==> config.mk <==
export PLATFORM = sky130hd
export DESIGN_NAME = retransmit_timer_scan_flat
export DESIGN_NICKNAME = d
export VERILOG_FILES = /design/src/rtl/rts_pkg.sv /design/src/rtl/rts_in_if.sv /design/src/rtl/rts_out_if.sv /design/src/rtl/rts_datapath.sv /design/src/rtl/rts_ctrl.sv /design/src/rtl/retransmit_timer_scan.sv /design/src/flat_wrapper.sv
export SDC_FILE = /design/constraint.sdc
export NUM_CORES = 1
export LEC_CHECK = 0
export ABC_CLOCK_PERIOD_IN_PS = 6000
export CAP_MARGIN = 10
export CORE_MARGIN = 3
export CORE_UTILIZATION = 60
export DETAILED_ROUTE_END_ITERATION = 7
export DONT_BUFFER_PORTS = 1
export PLACE_DENSITY = 0.76
export SYNTH_ARGS = -nofsm -noshare
export SYNTH_HDL_FRONTEND = slang
export SYNTH_SLANG_ARGS = --single-unit
==> constraint.sdc <==
create_clock -name clk -period 6 [get_ports clk]
set_input_delay 0.9 -clock clk [delete_from_list [all_inputs] [get_ports clk]]
set_output_delay 0.9 -clock clk [all_outputs]
set_load 0.02 [all_outputs]
==> src/rtl/rts_pkg.sv <==
// Shared constants, codes and control structs for the retransmit timer scan block.
`default_nettype none
package rts_pkg;

  localparam int NUM_CHANNELS = 8;
  localparam int NUM_BUFFERS  = 4;
  localparam int MAX_RETRIES  = 4;

  localparam int CH_W   = (NUM_CHANNELS > 1) ? $clog2(NUM_CHANNELS) : 1;
  localparam int BUF_W  = (NUM_BUFFERS > 1) ? $clog2(NUM_BUFFERS) : 1;
  localparam int TMR_N  = NUM_CHANNELS * NUM_BUFFERS;
  localparam int TMR_W  = (TMR_N > 1) ? $clog2(TMR_N) : 1;
  localparam int RTY_W  = $clog2(MAX_RETRIES + 1);

  // Fixed field widths of the channels and the configuration port
  localparam int KIND_W    = 2;
  localparam int FLD_CH_W  = 3;
  localparam int FLD_BUF_W = 2;
  localparam int TIMER_W   = 15;
  localparam int EVENT_W   = 2;
  localparam int RATE_W    = 8;
  localparam int CFG_IDX_W = 1;
  localparam int CFG_W     = 15;

  localparam logic [KIND_W-1:0] KIND_TICK      = 2'd0;
  localparam logic [KIND_W-1:0] KIND_SET_RX    = 2'd1;
  localparam logic [KIND_W-1:0] KIND_SET_TX    = 2'd2;
  localparam logic [KIND_W-1:0] KIND_SET_START = 2'd3;

  localparam logic [EVENT_W-1:0] EV_RX_TIMEOUT = 2'd0;
  localparam logic [EVENT_W-1:0] EV_RETRANSMIT = 2'd1;
  localparam logic [EVENT_W-1:0] EV_SCAN_DONE  = 2'd2;

  localparam logic [CFG_IDX_W-1:0] CFG_SCAN_RATE   = 1'd0;
  localparam logic [CFG_IDX_W-1:0] CFG_RTX_TIMEOUT = 1'd1;

  localparam logic [RATE_W-1:0]  RATE_RESET = 8'd1;
  localparam logic [TIMER_W-1:0] RTX_RESET  = 15'd3;

  typedef struct packed {
    logic load;     // accept the input transaction
    logic rx_step;  // update the receive timer
    logic tx_step;  // update one transmit timer and advance the scan
    logic fin;      // issue the scan-finished result
  } rts_cmd_t;

  typedef struct packed {
    logic in_valid;
    logic in_tick;
    logic rx_expire;
    logic tx_expire;
    logic scan_last;
    logic out_free;
  } rts_sts_t;

endpackage
`default_nettype wire

==> src/rtl/rts_in_if.sv <==
// Input transaction channel: valid/ready plus the command payload.
`default_nettype none
interface rts_in_if;
  logic                           valid;
  logic                           ready;
  logic [rts_pkg::KIND_W-1:0]     kind;
  logic                           data_pending;
  logic [rts_pkg::FLD_CH_W-1:0]   channel;
  logic [rts_pkg::FLD_BUF_W-1:0]  buffer;
  logic [rts_pkg::TIMER_W-1:0]    timer_value;

  modport source (output valid, kind, data_pending, channel, buffer, timer_value,
                  input ready);
  modport sink   (input valid, kind, data_pending, channel, buffer, timer_value,
                  output ready);
endinterface
`default_nettype wire

==> src/rtl/rts_out_if.sv <==
// Result transaction channel: valid/ready plus the event payload.
`default_nettype none
interface rts_out_if;
  logic                           valid;
  logic                           ready;
  logic [rts_pkg::EVENT_W-1:0]    event_res;
  logic [rts_pkg::FLD_CH_W-1:0]   out_channel;
  logic [rts_pkg::FLD_BUF_W-1:0]  out_buffer;
  logic                           timers_active;
  logic                           last;

  modport source (output valid, event_res, out_channel, out_buffer, timers_active, last,
                  input ready);
  modport sink   (input valid, event_res, out_channel, out_buffer, timers_active, last,
                  output ready);
endinterface
`default_nettype wire

==> src/rtl/rts_datapath.sv <==
// Timer storage, scan counters, configuration registers and result register.
`default_nettype none
module rts_datapath (
  input  wire logic                            clk,
  input  wire logic                            rst_n,
  rts_in_if.sink                               in_chan,
  rts_out_if.source                            out_chan,
  input  wire logic                            in_ready,
  input  wire logic                            cfg_we,
  input  wire logic [rts_pkg::CFG_IDX_W-1:0]   cfg_index,
  input  wire logic [rts_pkg::CFG_W-1:0]       cfg_wdata,
  input  wire rts_pkg::rts_cmd_t               cmd,
  output rts_pkg::rts_sts_t                    sts
);

  logic [rts_pkg::RATE_W-1:0]    rate_r;
  logic [rts_pkg::TIMER_W-1:0]   rtx_r;
  logic [rts_pkg::TIMER_W-1:0]   rx_r;
  logic                          pend_r;
  logic [rts_pkg::TIMER_W-1:0]   tmr_r   [rts_pkg::TMR_N];
  logic [rts_pkg::BUF_W-1:0]     start_r [rts_pkg::NUM_CHANNELS];
  logic [rts_pkg::CH_W-1:0]      ch_r;
  logic [rts_pkg::BUF_W-1:0]     b_r;
  logic [rts_pkg::BUF_W-1:0]     cnt_r;
  logic [rts_pkg::RTY_W-1:0]     rty_r;
  logic                          act_r;

  logic                          ov_r;
  logic [rts_pkg::EVENT_W-1:0]   oev_r;
  logic [rts_pkg::FLD_CH_W-1:0]  och_r;
  logic [rts_pkg::FLD_BUF_W-1:0] obf_r;
  logic                          oact_r;
  logic                          olast_r;

  logic [rts_pkg::TMR_W-1:0]     tmr_idx;
  logic [rts_pkg::TMR_W-1:0]     wr_idx;
  logic [rts_pkg::TIMER_W-1:0]   tcur;
  logic [rts_pkg::TIMER_W-1:0]   rate_ext;
  logic [rts_pkg::BUF_W-1:0]     b_inc;
  logic [rts_pkg::CH_W-1:0]      ch_inc;
  logic                          ch_end;
  logic                          buf_end;
  logic                          slot_ok;
  logic                          start_ok;

  assign in_chan.ready = in_ready;

  assign rate_ext = rts_pkg::TIMER_W'(rate_r);
  assign tmr_idx  = rts_pkg::TMR_W'(32'(ch_r) * rts_pkg::NUM_BUFFERS + 32'(b_r));
  assign wr_idx   = rts_pkg::TMR_W'(32'(in_chan.channel) * rts_pkg::NUM_BUFFERS
                                    + 32'(in_chan.buffer));
  assign tcur     = tmr_r[tmr_idx];
  assign ch_end   = (32'(ch_r) == rts_pkg::NUM_CHANNELS - 1);
  assign buf_end  = (32'(cnt_r) == rts_pkg::NUM_BUFFERS - 1);
  assign b_inc    = (32'(b_r) == rts_pkg::NUM_BUFFERS - 1) ? '0 : b_r + 1'b1;
  assign ch_inc   = ch_end ? '0 : ch_r + 1'b1;
  assign slot_ok  = (32'(in_chan.channel) < rts_pkg::NUM_CHANNELS) &&
                    (32'(in_chan.buffer) < rts_pkg::NUM_BUFFERS);
  assign start_ok = slot_ok;

  always_comb begin
    sts.in_valid  = in_chan.valid;
    sts.in_tick   = (in_chan.kind == rts_pkg::KIND_TICK);
    sts.rx_expire = (rx_r != '0) && !pend_r && (rx_r <= rate_ext);
    sts.tx_expire = (tcur != '0) && (tcur <= rate_ext);
    sts.scan_last = (ch_end && buf_end) ||
                    (sts.tx_expire && (32'(rty_r) == rts_pkg::MAX_RETRIES - 1));
    sts.out_free  = !ov_r || out_chan.ready;
  end

  assign out_chan.valid         = ov_r;
  assign out_chan.event_res     = oev_r;
  assign out_chan.out_channel   = och_r;
  assign out_chan.out_buffer    = obf_r;
  assign out_chan.timers_active = oact_r;
  assign out_chan.last          = olast_r;

  always_ff @(posedge clk) begin
    if (!rst_n) begin
      rate_r <= rts_pkg::RATE_RESET;
      rtx_r  <= rts_pkg::RTX_RESET;
      rx_r   <= '0;
      pend_r <= 1'b0;
      for (int i = 0; i < rts_pkg::TMR_N; i++) tmr_r[i] <= '0;
      for (int i = 0; i < rts_pkg::NUM_CHANNELS; i++) start_r[i] <= '0;
      ch_r   <= '0;
      b_r    <= '0;
      cnt_r  <= '0;
      rty_r  <= '0;
      act_r  <= 1'b0;
      ov_r   <= 1'b0;
    end else begin
      if (cfg_we) begin
        unique case (cfg_index)
          rts_pkg::CFG_SCAN_RATE:   rate_r <= rts_pkg::RATE_W'(cfg_wdata);
          rts_pkg::CFG_RTX_TIMEOUT: rtx_r  <= cfg_wdata;
          default: ;
        endcase
      end

      // Drop the result once the sink takes it, unless a new one is loaded below.
      if (ov_r && out_chan.ready && !(cmd.rx_step && sts.rx_expire) &&
          !(cmd.tx_step && sts.tx_expire) && !cmd.fin) begin
        ov_r <= 1'b0;
      end

      if (cmd.load) begin
        unique case (in_chan.kind)
          rts_pkg::KIND_TICK: begin
            pend_r <= in_chan.data_pending;
            ch_r   <= '0;
            cnt_r  <= '0;
            b_r    <= start_r[0];
            rty_r  <= '0;
            act_r  <= 1'b0;
          end
          rts_pkg::KIND_SET_RX: rx_r <= in_chan.timer_value;
          rts_pkg::KIND_SET_TX: if (slot_ok) tmr_r[wr_idx] <= in_chan.timer_value;
          rts_pkg::KIND_SET_START: begin
            if (start_ok) begin
              start_r[rts_pkg::CH_W'(in_chan.channel)] <= rts_pkg::BUF_W'(in_chan.buffer);
            end
          end
          default: ;
        endcase
      end

      if (cmd.rx_step && (rx_r != '0)) begin
        act_r <= 1'b1;
        if (!pend_r) begin
          if (sts.rx_expire) begin
            rx_r    <= '0;
            ov_r    <= 1'b1;
            oev_r   <= rts_pkg::EV_RX_TIMEOUT;
            och_r   <= '0;
            obf_r   <= '0;
            oact_r  <= 1'b0;
            olast_r <= 1'b0;
          end else begin
            rx_r <= rx_r - rate_ext;
          end
        end
      end

      if (cmd.tx_step) begin
        if (tcur != '0) begin
          act_r <= 1'b1;
          if (sts.tx_expire) begin
            tmr_r[tmr_idx] <= rtx_r;
            rty_r   <= rty_r + 1'b1;
            ov_r    <= 1'b1;
            oev_r   <= rts_pkg::EV_RETRANSMIT;
            och_r   <= rts_pkg::FLD_CH_W'(ch_r);
            obf_r   <= rts_pkg::FLD_BUF_W'(b_r);
            oact_r  <= 1'b0;
            olast_r <= 1'b0;
          end else begin
            tmr_r[tmr_idx] <= tcur - rate_ext;
          end
        end
        // Advance circularly within the channel, then to the next channel's start.
        if (buf_end) begin
          cnt_r <= '0;
          ch_r  <= ch_inc;
          b_r   <= start_r[ch_inc];
        end else begin
          cnt_r <= cnt_r + 1'b1;
          b_r   <= b_inc;
        end
      end

      if (cmd.fin) begin
        ov_r    <= 1'b1;
        oev_r   <= rts_pkg::EV_SCAN_DONE;
        och_r   <= '0;
        obf_r   <= '0;
        oact_r  <= act_r;
        olast_r <= 1'b1;
      end
    end
  end

endmodule
`default_nettype wire

==> src/rtl/rts_ctrl.sv <==
// Scan sequencer: accepts transactions and steps the datapath through a tick.
`default_nettype none
module rts_ctrl (
  input  wire logic                clk,
  input  wire logic                rst_n,
  input  wire rts_pkg::rts_sts_t   sts,
  output rts_pkg::rts_cmd_t        cmd,
  output logic                     in_ready
);

  localparam logic [1:0] ST_IDLE = 2'd0;
  localparam logic [1:0] ST_RX   = 2'd1;
  localparam logic [1:0] ST_SCAN = 2'd2;
  localparam logic [1:0] ST_FIN  = 2'd3;

  logic [1:0] state_r;
  logic [1:0] state_nxt;

  always_comb begin
    cmd       = '0;
    in_ready  = 1'b0;
    state_nxt = state_r;
    unique case (state_r)
      ST_IDLE: begin
        in_ready = 1'b1;
        if (sts.in_valid) begin
          cmd.load = 1'b1;
          if (sts.in_tick) state_nxt = ST_RX;
        end
      end
      ST_RX: begin
        // Hold while a timeout needs the result register and it is still full.
        if (!sts.rx_expire || sts.out_free) begin
          cmd.rx_step = 1'b1;
          state_nxt   = ST_SCAN;
        end
      end
      ST_SCAN: begin
        if (!sts.tx_expire || sts.out_free) begin
          cmd.tx_step = 1'b1;
          if (sts.scan_last) state_nxt = ST_FIN;
        end
      end
      ST_FIN: begin
        if (sts.out_free) begin
          cmd.fin   = 1'b1;
          state_nxt = ST_IDLE;
        end
      end
      default: state_nxt = ST_IDLE;
    endcase
  end

  always_ff @(posedge clk) begin
    if (!rst_n) begin
      state_r <= ST_IDLE;
    end else begin
      state_r <= state_nxt;
    end
  end

endmodule
`default_nettype wire

==> src/rtl/retransmit_timer_scan.sv <==
// Top level of the retransmit timer scan: sequencer plus timer datapath.
//
//   channel  | direction | transfer                    | payload
//   ---------+-----------+-----------------------------+--------------------------------------
//   in_chan  | sink      | valid & ready               | kind, data_pending, channel, buffer,
//            |           |                             | timer_value
//   out_chan | source    | valid & ready               | event_res, out_channel, out_buffer,
//            |           |                             | timers_active, last
//   cfg_*    | sink      | cfg_we (no back-pressure)   | cfg_index, cfg_wdata
//
// Arm, disarm and start-index transactions are applied as they are accepted.
// A tick steps the receive timer, then the transmit timers, then the finish; the
// single timer update unit visits one transmit timer per cycle while no full result
// register stalls it, and an early stop at the retry limit cuts the walk short.
// Each result occupies the one-entry output register; a full register stalls
// the scan only at a step that must emit. Reset (synchronous, rst_n low)
// clears all timers, start indexes and configuration to their defaults at once.
`default_nettype none
module retransmit_timer_scan (
  input  wire logic                            clk,
  input  wire logic                            rst_n,
  rts_in_if.sink                               in_chan,
  rts_out_if.source                            out_chan,
  input  wire logic                            cfg_we,
  input  wire logic [rts_pkg::CFG_IDX_W-1:0]   cfg_index,
  input  wire logic [rts_pkg::CFG_W-1:0]       cfg_wdata
);

  rts_pkg::rts_cmd_t cmd;
  rts_pkg::rts_sts_t sts;
  logic              in_ready;

  // Sequencer: one state per phase of a tick (receive timer, buffer walk, finish).
  rts_ctrl u_ctrl (
    .clk      (clk),
    .rst_n    (rst_n),
    .sts      (sts),
    .cmd      (cmd),
    .in_ready (in_ready)
  );

  // Datapath: timers, scan position, retry count and the result register.
  rts_datapath u_dp (
    .clk       (clk),
    .rst_n     (rst_n),
    .in_chan   (in_chan),
    .out_chan  (out_chan),
    .in_ready  (in_ready),
    .cfg_we    (cfg_we),
    .cfg_index (cfg_index),
    .cfg_wdata (cfg_wdata),
    .cmd       (cmd),
    .sts       (sts)
  );

`ifndef NO_ASSERTIONS
  // The sequencer issues at most one datapath operation per cycle.
  a_one_cmd: assert property (@(posedge clk) disable iff (!rst_n)
    $onehot0({cmd.load, cmd.rx_step, cmd.tx_step, cmd.fin}))
    else $error("more than one datapath command in a cycle");

  // A retransmit is never written into an occupied result register.
  a_tx_emit_free: assert property (@(posedge clk) disable iff (!rst_n)
    (cmd.tx_step && sts.tx_expire) |-> sts.out_free)
    else $error("retransmit emitted into a full result register");

  // No transaction is accepted while a tick is being scanned.
  a_no_accept_in_scan: assert property (@(posedge clk) disable iff (!rst_n)
    (cmd.tx_step || cmd.rx_step || cmd.fin) |-> !in_chan.ready)
    else $error("input accepted during a scan");

  // The scan-finished command always leaves a final result pending.
  a_fin_result: assert property (@(posedge clk) disable iff (!rst_n)
    cmd.fin |=> (out_chan.valid && out_chan.last &&
                 out_chan.event_res == rts_pkg::EV_SCAN_DONE))
    else $error("scan finish did not produce a final result");
`endif

endmodule
`default_nettype wire

==> src/flat_wrapper.sv <==
// flat-port wrapper written by rule: the top's interface ports become plain ports
module retransmit_timer_scan_flat 
  (clk, rst_n, cfg_we, cfg_index, cfg_wdata, in_chan_valid, in_chan_kind, in_chan_data_pending, in_chan_channel, in_chan_buffer, in_chan_timer_value, in_chan_ready, out_chan_valid, out_chan_event_res, out_chan_out_channel, out_chan_out_buffer, out_chan_timers_active, out_chan_last, out_chan_ready);
  rts_in_if in_chan_i ();
  rts_out_if out_chan_i ();
  input  wire logic clk;
  input  wire logic rst_n;
  input  wire logic cfg_we;
  input  wire logic [rts_pkg::CFG_IDX_W-1:0] cfg_index;
  input  wire logic [rts_pkg::CFG_W-1:0] cfg_wdata;
  input wire logic [$bits(in_chan_i.valid)-1:0] in_chan_valid;
  input wire logic [$bits(in_chan_i.kind)-1:0] in_chan_kind;
  input wire logic [$bits(in_chan_i.data_pending)-1:0] in_chan_data_pending;
  input wire logic [$bits(in_chan_i.channel)-1:0] in_chan_channel;
  input wire logic [$bits(in_chan_i.buffer)-1:0] in_chan_buffer;
  input wire logic [$bits(in_chan_i.timer_value)-1:0] in_chan_timer_value;
  output wire logic [$bits(in_chan_i.ready)-1:0] in_chan_ready;
  output wire logic [$bits(out_chan_i.valid)-1:0] out_chan_valid;
  output wire logic [$bits(out_chan_i.event_res)-1:0] out_chan_event_res;
  output wire logic [$bits(out_chan_i.out_channel)-1:0] out_chan_out_channel;
  output wire logic [$bits(out_chan_i.out_buffer)-1:0] out_chan_out_buffer;
  output wire logic [$bits(out_chan_i.timers_active)-1:0] out_chan_timers_active;
  output wire logic [$bits(out_chan_i.last)-1:0] out_chan_last;
  input wire logic [$bits(out_chan_i.ready)-1:0] out_chan_ready;
  assign in_chan_i.valid = in_chan_valid;
  assign in_chan_i.kind = in_chan_kind;
  assign in_chan_i.data_pending = in_chan_data_pending;
  assign in_chan_i.channel = in_chan_channel;
  assign in_chan_i.buffer = in_chan_buffer;
  assign in_chan_i.timer_value = in_chan_timer_value;
  assign in_chan_ready = in_chan_i.ready;
  assign out_chan_valid = out_chan_i.valid;
  assign out_chan_event_res = out_chan_i.event_res;
  assign out_chan_out_channel = out_chan_i.out_channel;
  assign out_chan_out_buffer = out_chan_i.out_buffer;
  assign out_chan_timers_active = out_chan_i.timers_active;
  assign out_chan_last = out_chan_i.last;
  assign out_chan_i.ready = out_chan_ready;
  retransmit_timer_scan u_core (.clk(clk), .rst_n(rst_n), .in_chan(in_chan_i), .out_chan(out_chan_i), .cfg_we(cfg_we), .cfg_index(cfg_index), .cfg_wdata(cfg_wdata));
endmodule
# Yosys cells after proc, flatten, opt, wreduce, memory -nomap -nowiden
# Memory sizes are Yosys's and may differ from the RTL's.
# Index checks and enable logic that the tools add are counted.
# W data, S select, Z words.
word_totals:
  ff_bits: 62
  ram_bits: 496
  in_bits: 44
  word_cells: 196
  memories: 2
classes:
  n_addsub: 8
  order_cmp: 2
  eq_ne: 16
  n_mux: 113
  n_bitwise: 2
  n_reduce_logical: 37
mem_list:
  columns: ["memory", "depth", "width", "read_ports", "rd_clocked_by_memory_dff", "write_ports", "line", "source"]
  rows:
  - ["u_core.u_dp.tmr_r", 32, 15, 1, 0, 32, "rts_datapath.sv:20", "logic [rts_pkg::TIMER_W-1:0] tmr_r [rts_pkg::TMR_N];"]
  - ["u_core.u_dp.start_r", 8, 2, 2, 0, 8, "rts_datapath.sv:21", "logic [rts_pkg::BUF_W-1:0] start_r [rts_pkg::NUM_CHANNELS];"]
op_table:
  columns: ["op", "count"]
  rows:
  - ["$mux W15", 8]
  - ["$mux W1", 57]
  - ["$mux W2", 28]
  - ["$mux W3", 17]
  - ["$le A15 B8 Y1", 2]
  - ["$reduce_bool A15 Y1", 2]
  - ["$reduce_or A15 Y1", 2]
  - ["$sub A15 B8 Y15", 2]
  - ["$eq A2 B2 Y1 const B", 6]
  - ["$logic_and A1 B1 Y1", 12]
  - ["$add A5 B2 Y5", 2]
  - ["$mux W5", 2]
  - ["$ne A2 B2 Y1 const B", 4]
  - ["$pmux W2 S4", 1]
  - ["$reduce_and A2 Y1", 4]
  - ["$logic_not A1 Y1", 7]
  - ["$add A3 B1 Y3 const B", 2]
  - ["$reduce_and A6 Y1", 1]
  - ["$add A2 B1 Y2 const B", 2]
  - ["$eq A2 B1 Y1 const B", 2]
  - ["$logic_not A2 Y1", 2]
  - ["$logic_or A1 B1 Y1", 4]
  - ["$ne A2 B1 Y1 const B", 2]
  - ["$reduce_bool A2 Y1", 2]
  - ["other kinds (5)", 5]

# Logic depth before layout (Yosys ltp)
# Gate-level depths: netlist of run 1.
depth:
  ltp_word: 20
  ltp_mapped: 23
  mapped_depth_nobuf: 16

# Modules after synthesis
# A second synthesis of run 1 with hierarchy kept.
unflattened:
  cells_unflattened: 2817
  area_unflattened_um2: 31742.9
by_module_without_submodules:
  columns: ["module", "instances", "cells_per_inst", "area_each_um2", "seq_area_each_um2"]
  rows:
  - ["rts_datapath", 1, 2792, 31539.0, 16185.5]
  - ["rts_ctrl", 1, 25, 203.9, 40.0]

# Worst setup path before layout of run 1
# OpenSTA, ideal clock, no wires.
synth_path:
  kind: "reg-to-reg"
  start: "register u_core.u_dp.ch_r[2] in the netlist's numbering"
  end: "memory u_core.u_dp.tmr_r[14][0] in the netlist's numbering, enable pin"
  t_arrival_ns: 5.053
  path_slack_ns: 0.581
  path_stages_with_launch: 19
  period_less_slack_ns: 5.419
  path_cell_list: "dfxtp_1 clkbuf_1 buf_2 clkbuf_1 mux4_2 mux4_2 nand2_1 nand2_1 ha_1 or4_1 o22a_1 o21ai_0 nand2_1 a21boi_1 o311ai_4 buf_4 mux2_1 buf_2 nand2_1"
synth_rtl:
  columns: ["element", "line", "source"]
  rows:
  - ["from (decl)", "rts_datapath.sv:22", "logic [rts_pkg::CH_W-1:0] ch_r;"]
  - ["from (signal assigned)", "rts_datapath.sv:164", "ch_r <= ch_inc;"]
  - ["to (decl)", "rts_datapath.sv:20", null]

# Worst setup path in the final report of run 1
layout_path:
  start: "register u_core.u_dp.ch_r[0] in the netlist's numbering"
  end: "register u_core.u_dp.ch_r[2] in the netlist's numbering"
layout_between:
  elab_chain_len: 9
layout_rtl:
  columns: ["element", "line", "source"]
  rows:
  - ["$add A5 B2 Y5", "rts_datapath.sv:49", "assign tmr_idx = rts_pkg::TMR_W'(32'(ch_r) * rts_pkg::NUM_BUFFERS + 32'(b_r));"]
  - ["$mem_v2 Z32 W15", null, null]
  - ["$le A15 B8 Y1 or $reduce_bool A15 Y1 (tied branches)", "rts_datapath.sv:65", "sts.tx_expire = (tcur != '0) && (tcur <= rate_ext);"]
  - ["$logic_and A1 B1 Y1", "rts_datapath.sv:65", null]
  - ["$logic_not A1 Y1", "rts_ctrl.sv:39", "if (!sts.tx_expire || sts.out_free) begin"]
  - ["$logic_or A1 B1 Y1", "rts_ctrl.sv:39", null]
  - ["$mux W1", "rts_ctrl.sv:39", null]
  - ["$mux W1", "rts_ctrl.sv:23", "unique case (state_r)"]
  - ["$mux W3 (*)", "rts_datapath.sv:145", "if (cmd.tx_step) begin"]
# Every way passes the cells marked *; elsewhere a longest branch is shown, timed or not.
# A chain may end at the register's enable or synchronous reset.

==> impl_results.md, run 1 <==
* Post-DP HPWL at 61030 µm
* Worst-path cell chain: buf_12 -> nor2_1 -> buf_4 -> a22oi_1 -> o211ai_1 -> nand4_1 -> ha_1 -> or4_1 -> o22a_1 -> o21a_1 -> nor4_4 -> and3_1 -> a31oi_1 -> a211o_1 -> a21oi_1
* FF-to-FF End: u_core.u_dp.ch_r[2]
* TritonCTS clock tree: built
* Worst Skew at 24.24 ps
* Int Power at roughly 7900 µW
* DR WL/cell at about 30 µm
* Vias in the first global route at approximately 20000
* DR pass1 iterations at 7
* Fill cell count at between 3000 and 4000
* Via count at 20578
* Share of post-route cells with drive strength above 1 at 0.1805
* Setup_tns at 0 ps
* Status: completed
* Crit path capture: u_core.u_dp.ch_r[2]
* Syn nets at 2334
* Setup crit end kind: register
* RSZ-0062 raised after global routing: no
* Asr flop ratio synth at 0
* Mapped Area at 27480 µm²
* Cell taking the most area after synthesis: edfxtp_1
* Initial core utilization at 0.6147
* Starting DRT DRC Count at about 3200
* Placed insts at about 2800
* First-pass GRT wire length at between 100000 and 150000 µm
* Crit-path max FO at 18
* Final WL at 88450 µm
* I/O Buffers at 0
* CTS max path bufs at 3
* Area of the multi-input gates at 10130 µm²
* Logic pwr share at 0.249
* Max-slew violations at 0
* R2R Setup Slk at approximately 150 ps
* Rows at a little under 80
* Top-area cell type share of the netlist area at 0.5518
* Crit path largest cell delay at between 600 and 700 ps
* Fin crit share at 0.9754
* Final Non-Filler Cells at 2936
* Tmin final at roughly 5900 ps
* Overflow after GRT at 0
* Worst r2r src: u_core.u_dp.ch_r[0]
* Warnings from Yosys at 0
* Mean Syn Cell Area at between 10 and 15 µm²
* Clock share of power at 0.349
* Relative slew slack at 0.1933
* Max_cap viols at 0
* Area grow syn2layout at 13.06%
* Pin count of the biggest net entering global routing at 63
* Worst Path Arrival at between 6000 and 7000 ps
* Critical path launch point: u_core.u_dp.ch_r[0]
* Clock sinks at between 500 and 600
* CTS Buf Count at 57
* Worst VDD drop at around 0.39 mV
* PD cells at 370.8 nW/µm²
* FF/Latch Area at between 15000 and 20000 µm²
* Layout Nets at 2367
* Post-route DRC at 0
* Yosys reg bits at between 500 and 600
* Clock slew at reported path FFs at ~60 ps
* Post_cts resized at 0
* Final setup vio count at 0
* Sequential element share of the synthesized area at 0.5904
* Worst path slowest cell: a21oi_1
* Max frequency at around 0.17 GHz
* Most used DFF post-synth: edfxtp_1
* Leakage Power at approximately 0.011 µW
* Critical Path RT at around 6500 ps
* Chip Height at 220.0 µm
* Core area at 44700 µm²
* Initial antenna violation count at 1
* Critical Path Source Type: register
* Kind of critical path: register to register
* Part of the power in registers at 0.402
* Post-route ant nets at 0
* Hold Path Class: input pin to register
* Worst r2r path cells at 15
* Die ar. at just under 50000 µm²
* H-tree depth at 2
* Routed vias/inst at between 7 and 8
* Die X-Extent at roughly 220 µm
* Synth cell types at 75
* Synth area leaders: edfxtp_1, mux4_2, nor2_1
* Synth Instances at between 2000 and 2500
* Worst-margin pin slew at 1204 ps
* Psw at 3600 µW
* Worst skew pair latency at 640 ps
* Post-synth EDFFs at slightly above 500
* Hold Fails Final Rpt at 0
* Switch share at 0.3125
* Clk Tree Root Cell: clkbuf_16
* Hold buffers post-CTS at 0
* Overall global routing resource usage at 0.3652
* I/O pin total at 55
* GPL Wtd Cong at 0.9773
[repair_timing]
action	in CTS	in global routing
endpoints found under the hold margin	0	0
setup buffers	0	1
setup endpoints to repair	0	1
[Yosys cell counts, types with 24 or more instances]
cell,instances
a21oi_1,67
a22oi_1,46
buf_2,93
buf_6,24
clkbuf_1,60
dfxtp_1,53
edfxtp_1,505
ha_1,26
inv_1,29
mux2_2,24
mux2i_1,125
mux4_2,79
nand2_1,241
nand3_1,47
nor2_1,410
o22ai_1,114
or2_2,28
[cell usage in the layout, fill, tap and decap left out, types with 37 or more instances in the layout]
| master | count |
|---|---|
| edfxtp_1 | 505 |
| nor2_1 | 410 |
| nand2_1 | 241 |
| buf_4 | 131 |
| mux2i_1 | 121 |
| o22ai_1 | 114 |
| mux4_2 | 79 |
| a21oi_1 | 67 |
| clkbuf_16 | 57 |
| dfxtp_1 | 49 |
| nand3_1 | 47 |
| a22oi_1 | 46 |
| buf_12 | 37 |
[per-layer routing]
layer,vias to the layer above,share of wire,global-route usage
met5,-,0,0
met4,0,0.058,0.1754
met3,340,0.14,0.09487
met2,1741,0.44,0.5452
met1,10008,0.36,0.5046
li1,8489,-,-
[final cells by class]
type | instances | share of cell area
clock buffer | 68 | 0.04885
sequential | 558 | 0.5226
tap | 592 | 0.02384
multi-input combinational | 1477 | 0.3259
antenna | 1 | 0.00008054
clock inverter | 39 | 0.01925
inverter | 33 | 0.003987
timing repair buffer | 168 | 0.05550
[flip-flops by register name, indices dropped and copies added, names as in the netlist, 3 cells and up]
name                              count
u_core.u_dp.ch_r                      3
u_core.u_dp.rty_r                     3
u_core.u_dp.start_r                  16
u_core.u_dp.rtx_r                    15
u_core.u_dp.tmr_r                   480
u_core.u_dp.rate_r                    8
u_core.u_dp.out_chan.out_channel      3
u_core.u_dp.rx_r                     15
[stage by stage]
step | setup slack (ps) | hold slack (ps) | power [µW] | utilization | instance area (µm²)
2_1_floorplan | 580.9 | 433.8 | 6489 | - | 27480
3_3_place_gp | 297.6 | 446.7 | 7403 | 0.6472 | 28930
3_5_place_dp | 289.4 | 449.1 | 7451 | 0.6472 | 28930
4_1_cts | 184.5 | 347.7 | 11410 | 0.6945 | 31050
5_1_grt | 91.71 | 366.7 | 11830 | 0.6949 | 31070
6_report | 147.7 | 381.9 | 11520 | 0.6950 | 31070
[worst max-delay path, delay by kind of cell, from the launching register on]
family                   cells  cell delay (ps)
flip-flops                   1              470
buffers and inverters        2              520
adder cells (fa/ha/maj)      1              330
AND/OR/NAND/NOR              5             2000
AO/OA/AOI/OAI                7             2330
[power by group through the flow]
stage,Combinational (µW),Sequential [µW],Clock (µW)
floorplan,1830,4660,0
global placement,2700,4700,0
detailed placement,2740,4710,0
CTS,2760,4630,4020
global route,3010,4650,4170
finish,2870,4640,4020
[cell families after synthesis]
kind of cell               Yosys count  synth area share
and+or+nand+nor                    844            0.1316
AOI/OAI and AO/OA                  337           0.08332
buffers and inverters              227           0.04321
xor gates and xnor gates            15          0.004781
adders and majority gates           28           0.01330
DFF                                558            0.5904
muxes                              253            0.1333
[how the worst min path moves through the flow]
stage,cells past startpoint,to,slack (ps),startpoint
5_1_grt,1,u_core.u_dp.rtx_r[0],370,rst_n
2_1_floorplan,2,u_core.u_dp.rtx_r[2],430,u_core.u_dp.rtx_r[2]
3_5_place_dp,2,u_core.u_dp.rtx_r[8],450,u_core.u_dp.rtx_r[8]
4_1_cts,1,u_core.u_dp.rate_r[0],350,rst_n
3_3_place_gp,2,u_core.u_dp.rate_r[7],450,u_core.u_dp.rate_r[7]
6_report,1,u_core.u_dp.rate_r[0],380,rst_n
No activity file was read; power rests on OpenSTA's default activity.
==> run 2, diff against run 1 <==
--- a/config.mk
+++ b/config.mk
@@ -5,13 +5,12 @@
 export SDC_FILE = /design/constraint.sdc
 export NUM_CORES = 1
 export LEC_CHECK = 0
-export ABC_CLOCK_PERIOD_IN_PS = 6000
+export ABC_CLOCK_PERIOD_IN_PS = 6460
 export CAP_MARGIN = 10
 export CORE_MARGIN = 3
-export CORE_UTILIZATION = 60
+export CORE_UTILIZATION = 45
 export DETAILED_ROUTE_END_ITERATION = 7
 export DONT_BUFFER_PORTS = 1
-export PLACE_DENSITY = 0.76
 export SYNTH_ARGS = -nofsm -noshare
 export SYNTH_HDL_FRONTEND = slang
 export SYNTH_SLANG_ARGS = --single-unit
==> constraint.sdc (replaced) <==
create_clock -name clk -period 6.46 [get_ports clk]
set_input_delay 0.969 -clock clk [delete_from_list [all_inputs] [get_ports clk]]
set_output_delay 0.969 -clock clk [all_outputs]
set_load 0.02 [all_outputs]
==> run 2 against run 1 <==
Sequential power is 6.9% lower. Combinational power is 11% lower. Die area is 32% higher. Via count is 4.0% lower. Clock skew is 17 ps higher. Clock-buffer cell count is 17 higher. Worst setup slack better by 380 ps. Critical endpoint is now u_core.u_dp.tmr_r[2][8]. Highest routed layer is now met5.
==> impl_results.md, run 2 (synthesis results as in run 1) <==
* Relative slew slack at 0.1228 (-0.07053)
* Clock slew at reported path FFs at 70 ps (about the same)
* Setup crit end kind: register
* Layout Nets at 2346 (-0.89%)
* Hold buffers post-CTS at 0 (unchanged)
* Post-DP HPWL at 61240 µm (+0.36%)
* Initial core utilization at 0.4604 (-0.1543)
* CTS Buf Count at 57 (unchanged)
* Post-route ant nets at 0 (unchanged)
* Fill cell count at 5133 (+67%)
* Regs by FF count: u_core.u_dp.tmr_r x480, u_core.u_dp.start_r x16
* DR WL/cell at 28.95 µm (-3.9%)
* Die ar. at 64070 µm² (+32%)
* Overall global routing resource usage at 0.2797 (-0.08547)
* Core area at 59690 µm² (+34%)
* Most common cell after layout, fill and taps aside: edfxtp_1
* Critical Path Source Type: register
* Worst r2r src: u_core.u_dp.ch_r[0]
* DR pass1 iterations at 6 (-1)
* Worst VDD drop at 0.2599 mV (-34%)
* TritonCTS clock tree: built
* N_diodes at 0 (-1)
* Hold Fails Final Rpt at 0 (unchanged)
* Final Non-Filler Cells at 3096 (+5.4%)
* FF-to-FF End: u_core.u_dp.tmr_r[2][8]
* First-pass GRT wire length at 130100 µm (+1.7%)
* R2R Setup Slk at 520 ps (+380 ps)
* Share of post-route cells with drive strength above 1 at 0.1687 (-0.01179)
* Final Util at 0.5168 (-0.1782)
* Largest Register: u_core.u_dp.tmr_r
* Worst Path Arrival at 6250 ps (-50 ps)
* Vias in the first global route at 19028 (-4.3%)
* Status: completed
* Hold Path Depth at 2 (+1)
* Pre-CTS setup slack at 634.0 ps (+344.6 ps)
* Placed insts at 2988 (+5.7%)
* Hold Path Class: input pin to register
* Area grow syn2layout at 12.25%
* Kind of critical path: register to register
* Crit path largest cell delay at 680 ps (+60 ps)
* RSZ-0062 raised after global routing: no
* Post-route DRC at 0 (unchanged)
* Post-place instance area at 28980 µm² (+0.17%)
* Max-slew violations at 0 (unchanged)
* Tmin final at 5936 ps (+83.69 ps)
* Pin count of the biggest net entering global routing at 65 (+3.2%)
* Fin area at 30850 µm² (-0.72%)
* Critical Path RT at 6770 ps (+320 ps)
* H-tree depth at 2 (unchanged)
* Critical path launch point: u_core.u_dp.ch_r[0]
* Overflow after GRT at 0 (unchanged)
* Worst Skew at 41.03 ps (+16.79 ps)
* Max FFs per register at 480 (unchanged)
* Worst-margin pin slew at 1305 ps (+100.5 ps)
* Post-CTS Setup Inserts at 0 (unchanged)
* Crit-path max FO at 64 (+46)
* Initial antenna violation count at 2 (+1)
* Clk Tree Root Cell: clkbuf_16
* Final WL at 89640 µm (+1.3%)
* Routed vias/inst at 6.384 (-8.9%)
* Chip Height at 253.1 µm (+15%)
* CTS max path bufs at 3 (unchanged)
* I/O Buffers at 0 (unchanged)
* Rows at 89 (+16%)
* Fin crit share at 0.9189 (-0.05650)
* Die X-Extent at 253.1 µm (+15%)
* Final setup vio count at 0 (unchanged)
* I/O pin total at 55 (unchanged)
* Leakage Power at 0.01057 µW (-2.0%)
* PD cells at 330.2 nW/µm² (-11%)
* GPL Wtd Cong at 0.9324 (-4.6%)
* Final worst slack at 524.0 ps (+376.3 ps)
* Clock sinks at 558 (unchanged)
* Most frequent cells in the layout: edfxtp_1, nor2_1, nand2_1, mux2i_1, o22ai_1
* Post_cts resized at 0 (unchanged)
* Max_cap viols at 0 (unchanged)
* Worst r2r path cells at 18 (+3)
* Crit path capture: u_core.u_dp.tmr_r[2][8]
* Worst-path cell chain: buf_12 -> and2_1 -> a22oi_1 -> nand3_1 -> nand4_1 -> inv_1 -> ha_1 -> nor2b_1 -> o31a_1 -> o22a_1 -> o21ai_0 -> nand2_1 -> a21boi_1 -> o311ai_4 -> buf_12 -> mux2_1 -> nand2_1 -> buf_4
* Setup_tns at 0 ps (unchanged)
* Worst skew pair latency at 660 ps (+20 ps)
* Max frequency at 0.1685 GHz (-1.4%)
* Starting DRT DRC Count at 2413 (-24%)
* Via count at 19765 (-4.0%)
* Worst path slowest cell: dfxtp_4
-- run 2: cell types whose count changed in the layout (fill, tap and decap cells not counted), moves of 3 or more --
cell,change
buf_4,-18
bufinv_16,-12
clkbuf_1,+11
clkinvlp_4,-8
clkinv_2,+5
buf_12,-4
clkbuf_16,+3
-- run 2: metal layers --
layer	GRT usage	part of all wire	vias to the layer above
met5	0	0.00013	-
li1	-	-	8434
met3	0.05896	0.12	224
met1	0.4063	0.40	9822
met4	0.1232	0.047	2
met2	0.4066	0.43	1283
-- run 2: critical path: cells and delay by family, from the launching register on --
| kind | cells | cell delay (ps) |
|---|---|---|
| mux | 1 | 450 |
| simple gates | 6 | 1410 |
| compound gates | 6 | 1730 |
| flops | 1 | 680 |
| buf+inv | 4 | 1050 |
| fa+ha+maj | 1 | 190 |
-- run 2: power breakdown --
| group | leakage [µW] | internal (µW) | switching, µW |
|---|---|---|---|
| sequential | 0.00564 | 4150 | 165 |
| combinational | 0.00401 | 923 | 1640 |
| clock | 0.000923 | 1860 | 1450 |
-- run 2: cell type report --
class | count | area [µm²] | share of cell area
Inverter | 33 | 123.9 | 0.004016
Tap cell | 773 | 967.2 | 0.03136
Timing Repair Buffer | 147 | 1514 | 0.04908
Sequential cell | 558 | 16240 | 0.5263
Clock buffer | 85 | 1658 | 0.05375
Clock inverter | 23 | 209.0 | 0.006774
Multi-Input combinational cell | 1477 | 10140 | 0.3287
-- run 2: worst min-delay path by stage --
stage                         start  slack, ps                                end
2_1_floorplan  u_core.u_dp.rtx_r[2]        430               u_core.u_dp.rtx_r[2]
3_3_place_gp   u_core.u_dp.rtx_r[9]        440               u_core.u_dp.rtx_r[9]
3_5_place_dp   u_core.u_dp.rtx_r[6]        450               u_core.u_dp.rtx_r[6]
4_1_cts                       rst_n        370              u_core.u_dp.rate_r[0]
5_1_grt                       rst_n        430  u_core.u_dp.out_chan.event_res[0]
6_report               cfg_wdata[0]        440              u_core.u_dp.rate_r[0]
-- run 2: per-stage QoR --
step	hold slack, ps	power, µW
CTS	371.2	10150
finish	443.5	10190
global placement	444.6	6815
global route	429.9	10580
floorplan	433.8	6027
detailed placement	448.3	6866
